File: config.mk
export PLATFORM = sky130hd
export DESIGN_NAME = mt64_front
export DESIGN_NICKNAME = d
export VERILOG_FILES = /design/src/hdl/mt64_pkg.sv /design/src/hdl/mt64_front.sv
export SDC_FILE = /design/constraint.sdc
export NUM_CORES = 1
export LEC_CHECK = 0
export ABC_AREA = 1
export BUFFER_PORTS_ARGS = -buffer_cell sky130_fd_sc_hd__buf_2
export CAP_MARGIN = 15
export CORE_AREA = 5 5 42 44
export DETAILED_ROUTE_END_ITERATION = 16
export DIE_AREA = 0 0 47 49
export GPL_ROUTABILITY_DRIVEN = 0
export PLACE_DENSITY = 0.43
export SETUP_SLACK_MARGIN = 0.2
export SLEW_MARGIN = 5
export SYNTH_ARGS = -nofsm -noshare
export SYNTH_HDL_FRONTEND = slang
export SYNTH_SLANG_ARGS = --single-unit
File: constraint.sdc
create_clock -name aclk -period 1.62 [get_ports aclk]
set_input_delay 0.081 -clock aclk [delete_from_list [all_inputs] [get_ports aclk]]
set_output_delay 0.081 -clock aclk [all_outputs]
set_load 0.1 [all_outputs]
File: src/hdl/mt64_pkg.sv
// mt64_pkg: shared types, constants and the output tempering function
// for the 64-bit mersenne twister generator
// no dependencies
package mt64_pkg;

    localparam int STATE_WORDS  = 312;
    localparam int TWIST_OFFSET = 156;
    localparam int IDX_W        = $clog2(STATE_WORDS + 1);

    localparam int QUEUE_DEPTH_DEF = 2;

    localparam logic [63:0] SEED_MULT  = 64'd6364136223846793005;
    localparam logic [63:0] MATRIX_A   = 64'hB502_6F5A_A966_19E9;
    localparam logic [63:0] UPPER_MASK = 64'hFFFF_FFFF_8000_0000;
    localparam logic [63:0] LOWER_MASK = 64'h0000_0000_7FFF_FFFF;

    localparam logic [63:0] TEMPER_D = 64'h5555_5555_5555_5555;
    localparam logic [63:0] TEMPER_B = 64'h71D6_7FFF_EDA6_0000;
    localparam logic [63:0] TEMPER_C = 64'hFFF7_EEE0_0000_0000;

    // head of the request queue as seen by the engine
    typedef struct packed {
        logic valid;
        logic reseed;
    } req_t;

    function automatic logic [63:0] temper(input logic [63:0] w);
        logic [63:0] y;
        y = w;
        y = y ^ ((y >> 29) & TEMPER_D);
        y = y ^ ((y << 17) & TEMPER_B);
        y = y ^ ((y << 37) & TEMPER_C);
        y = y ^ (y >> 43);
        return y;
    endfunction

endpackage

File: src/hdl/mt64_front.sv
// mt64_front: input side, takes draw requests into a small queue
// depends on mt64_pkg
module mt64_front #(
    parameter int QUEUE_DEPTH = mt64_pkg::QUEUE_DEPTH_DEF
) (
    input  logic          aclk,
    input  logic          aresetn,
    input  logic          s_valid,
    output logic          s_ready,
    input  logic          s_reseed,
    input  logic          pop,
    output mt64_pkg::req_t req
);
    import mt64_pkg::*;

    localparam int PTR_W = (QUEUE_DEPTH > 1) ? $clog2(QUEUE_DEPTH) : 1;
    localparam int CNT_W = $clog2(QUEUE_DEPTH + 1);
    localparam logic [PTR_W-1:0] LAST_PTR = PTR_W'(QUEUE_DEPTH - 1);
    localparam logic [CNT_W-1:0] FULL_CNT = CNT_W'(QUEUE_DEPTH);

    logic [QUEUE_DEPTH-1:0] flag_reg;
    logic [PTR_W-1:0]       wr_ptr_reg, wr_ptr_next;
    logic [PTR_W-1:0]       rd_ptr_reg, rd_ptr_next;
    logic [CNT_W-1:0]       count_reg, count_next;
    logic                   push, take;

    assign s_ready = (count_reg != FULL_CNT);
    assign push    = s_valid && s_ready;
    assign take    = pop && (count_reg != '0);

    assign req.valid  = (count_reg != '0);
    assign req.reseed = flag_reg[rd_ptr_reg];

    always_comb begin
        wr_ptr_next = wr_ptr_reg;
        rd_ptr_next = rd_ptr_reg;
        count_next  = count_reg;
        if (push) begin
            wr_ptr_next = (wr_ptr_reg == LAST_PTR) ? '0 : wr_ptr_reg + 1'b1;
        end
        if (take) begin
            rd_ptr_next = (rd_ptr_reg == LAST_PTR) ? '0 : rd_ptr_reg + 1'b1;
        end
        if (push && !take) begin
            count_next = count_reg + 1'b1;
        end else if (take && !push) begin
            count_next = count_reg - 1'b1;
        end
    end

    always_ff @(posedge aclk) begin
        if (!aresetn) begin
            wr_ptr_reg <= '0;
            rd_ptr_reg <= '0;
            count_reg  <= '0;
        end else begin
            wr_ptr_reg <= wr_ptr_next;
            rd_ptr_reg <= rd_ptr_next;
            count_reg  <= count_next;
        end
    end

    always_ff @(posedge aclk) begin
        if (push) begin
            flag_reg[wr_ptr_reg] <= s_reseed;
        end
    end

endmodule

Yosys cells after proc, flatten, opt, wreduce, memory -nomap -nowiden
Cells that the tools add are included.

Output and inout port bits: 3. Logic and storage cells: 30. Register bits after elaboration: 6.

Multiplexer cells: 9. Eq/ne operators: 1. Magnitude comparators: 3. Reductions and logical operators: 9. Add/subtract/negate cells: 4.

Operator list (number): logical AND 1 bit (5); 2-to-1 mux 1 bit (5); less-than comparator 1 x 2 -> 1 bit (second input constant) (2); 2-to-1 mux 2 bit (2); nonzero test 2 bit (2); adder 1 bit (second input constant) (2); adder 2 x 1 -> 2 bit (second input constant) (1); bitwise mux 2 bit (1); logical NOT 1 bit (2); != test 2 bit (second input constant) (1); subtractor 2 x 1 -> 2 bit (second input constant) (1); demux 1 bit (select 1 bit) (1); >= comparator 1 bit (second input constant) (1).

Longest topological paths before layout
Depth in word-level cells: 6. Mapped depth: 11. Depth with buffers taken out: 11.

Worst setup path before layout
Ideal clock, no wire load.

Kind: flip-flop to flip-flop. Start: register count_reg[1]. End: register count_reg[1]. Path slack: 6 ps. Period minus slack after synthesis: 1614 ps. Setup time: 64 ps. Path buffers: 0. Arrival time: 1550 ps. Data required time: 1556 ps. Stages on the path, launching flop included: 10. Cell sequence: dfxtp_1 inv_2 nand2_2 nand2_2 ha_1 inv_1 nand3_1 nand2_1 inv_1 nor2_1.

RTL lines: from (decl) (line mt64_front.sv:24) `logic [CNT_W-1:0] count_reg, count_next;`; from (signal assigned) (line mt64_front.sv:59) `count_reg <= count_next;`.

Worst setup path in the final report
Start: register count_reg[0]. End: register count_reg[1].

Longest elaborated chain between the ends: 5. Elaborated cells between the ends (all ways): 13. Classes of those cells: 2 x add/sub; 1 x eq/ne; 2 x mux; 8 x reduce/logical.

Ends and longest elaborated chain: != test 2 bit * (line mt64_front.sv:27) `assign s_ready = (count_reg != FULL_CNT);`; logical AND 1 bit * (line mt64_front.sv:28) `assign push = s_valid && s_ready;`; net push (line mt64_front.sv:25) `logic push, take;`; logical NOT 1 bit (line mt64_front.sv:46) `end else if (take && !push) begin`; logical AND 1 bit (line mt64_front.sv:46); nonzero test 2 bit (no source line).

Mark *: on every way through the listed nets, which the timed path passes. The rest lies on a longest branch. The select of a mux whose other input is x is not followed. A chain may end at the register's enable or synchronous reset.

==> metrics.csv <==
metric;value;unit
grt_antenna_before_repair;0;
core.rowCount;14;
wl;617;um
avgRoutedWirePerCell;9.492;um
postRouteAntennaNets;0;
port_buffers;7;
layout_min_cycle_time;1.326;ns
synthMuxAreaShare;0;%
outcome;finished, final reports clean;
ys_seq_area_share;44.44;%
synth_compound_area_share;9.127;%
cap_violations;0;
route.detailed.drc;0;
hold_viol_final;0;
layout_common_cells;buf_2, nand2_1, inv_1, nor2_1, clkbuf_4;
overflow;0;
regToRegEndpoint;count_reg[1];
dp_hpwl;510;um
h-tree-depth;1;
finalSetupViolCount;0;
start_util;22.50;%
grt_util_all_layers;6.916;%
cts_hold_buf;0;
r2r_slack;0.29;ns
insertion_delay;0.24;ns
pin_count;8;
ctsRootBufferMaster;clkbuf_4;
grt_first_pass_wirelength;1.083;mm
fmax;0.7543;GHz
yosys.area_share.simple;32.54;%
synth_area_per_cell;8.085;um^2
slew_violations;0;
area_growth;34.13;%
hold_path_class;in2reg;
finalCritPeriodShare;81.83;%
mostFrequentLayoutCell;buf_2;
syn_inst;39;
synth_fa_ha_area_share;3.968;%
clock_path_buffers;2;
post_cts_buffers;0;
slew_headroom;67.76;%
setup.worst_path.start_class;flip-flop;
dieArea;2303;um^2
drtIter0Drc;1;
holdPathEnd;flag_reg[1];
r2r_cells;10;
synth_xor_area_share;0;%
synth_area;315.3;um^2
die_y;49;um
crit_required;1.80;ns
grt_pass1_vias;270;
crit_fanout;4;
clock_skew;0.0002035;ns
drt_pre_antenna_iters;2;
coreArea;1401;um^2
drive_gt1_share;48.98;%
vias;274;
grt_max_degree;5;
path_clk_slew;0.05;ns
reg2reg_from;count_reg[0];
worst_pin_slew;0.4870;ns
endpoint_kind;flip-flop;
synth_top_family_by_area;simple AND/OR/NAND/NOR gates;
ys_warn_count;0;
slowest_delay;0.34;ns
nets;57;
rsz0062_at_grt;no;
min_path_cells;1;
min_from;s_reseed;
cts_buffers;3;
via_per_inst;4.215;
synth_seq_cells;6;
syn-num-nets;45;
yosysUniqueCellTypes;17;
n_antenna_cell;0;
cts_tree;built;
crit_slowest_cell;dfxtp_2;
cts_resized;0;
die_width;47;um
numClockSinks;6;
path_cells;clkinv_4 > nand2_8 > nand2_4 > clkinv_2 > ha_1 > inv_2 > nand3_1 > nand2_1 > inv_1 > nor2_1;
worst_ep_arrival_time;1.51;ns
fin_tns_setup;0;ns
critical_path_class;reg2reg;
## metal layers
layer	track usage, %	wire [um]	share of wire (%)
met1	7.301	233	38
met2	9.729	308	50
met3	2.583	47	7.6
met4	6.912	27	4.4
met5	0	0	0
## stage by stage
step	worst slack (ns)	area, um^2	util, %	instances	hold WS (ns)
final	0.2943	422.9	30.18	65	0.04198
after global routing	0.2094	422.9	30.18	65	0.02906
after CTS	0.2639	420.4	30.00	65	0.04079
after detailed placement	0.2776	397.9	28.39	62	0.2928
after global placement	0.2781	397.9	28.39	62	0.2737
after floorplan	0.2062	342.8	-	39	0.1799
## worst max path at each step
stage | from | endpoint | slack, ns | depth (start not counted)
2_1_floorplan | count_reg[0] | count_reg[1] | 0.21 | 10
3_3_place_gp | count_reg[0] | count_reg[1] | 0.28 | 10
3_5_place_dp | count_reg[0] | count_reg[1] | 0.28 | 10
4_1_cts | count_reg[0] | count_reg[1] | 0.26 | 10
5_1_grt | count_reg[0] | count_reg[1] | 0.21 | 11
6_report | count_reg[0] | count_reg[1] | 0.29 | 10
## synthesized netlist by cell type (all sizes together)
cell type   n  area [um^2]
nand3       1        5.000
dfxtp       4        80.08
ha          1        12.51
nor2        6        27.52
a21oi       2        10.01
inv         7        26.28
clkinv      1        5.000
nand4       1        6.260
o21ai       3        18.76
nand2      11        63.81
edfxtp      2        60.06
## cell type report
class	instances	area [um^2]
flip-flops and latches	6	142.6
repair buffers	7	35.03
well taps	16	20.02
fillers	164	978.4
clock buffers	3	22.52
multi-input cells	25	166.4
inverters	8	36.28
## kinds of logic (layout without fill, tap and decap cells)
kind of cell / Yosys count / in the layout
AND/OR/NAND/NOR: 19 / 19
AO/OA/AOI/OAI: 5 / 5
adder cells (fa/ha/maj): 1 / 1
buffers and inverters: 8 / 18
flip-flops: 6 / 6
## critical path: cells and delay by family (launching register included)
family	cells	cell delay [ns]
and+or+nand+nor	5	0.35
DFF	1	0.34
adders and majority gates	1	0.29
buffers and inverters	4	0.28
Power is left out: the tool's default activity adds up to more than one toggle a clock period on the data nets, which glitch-free logic cannot reach.
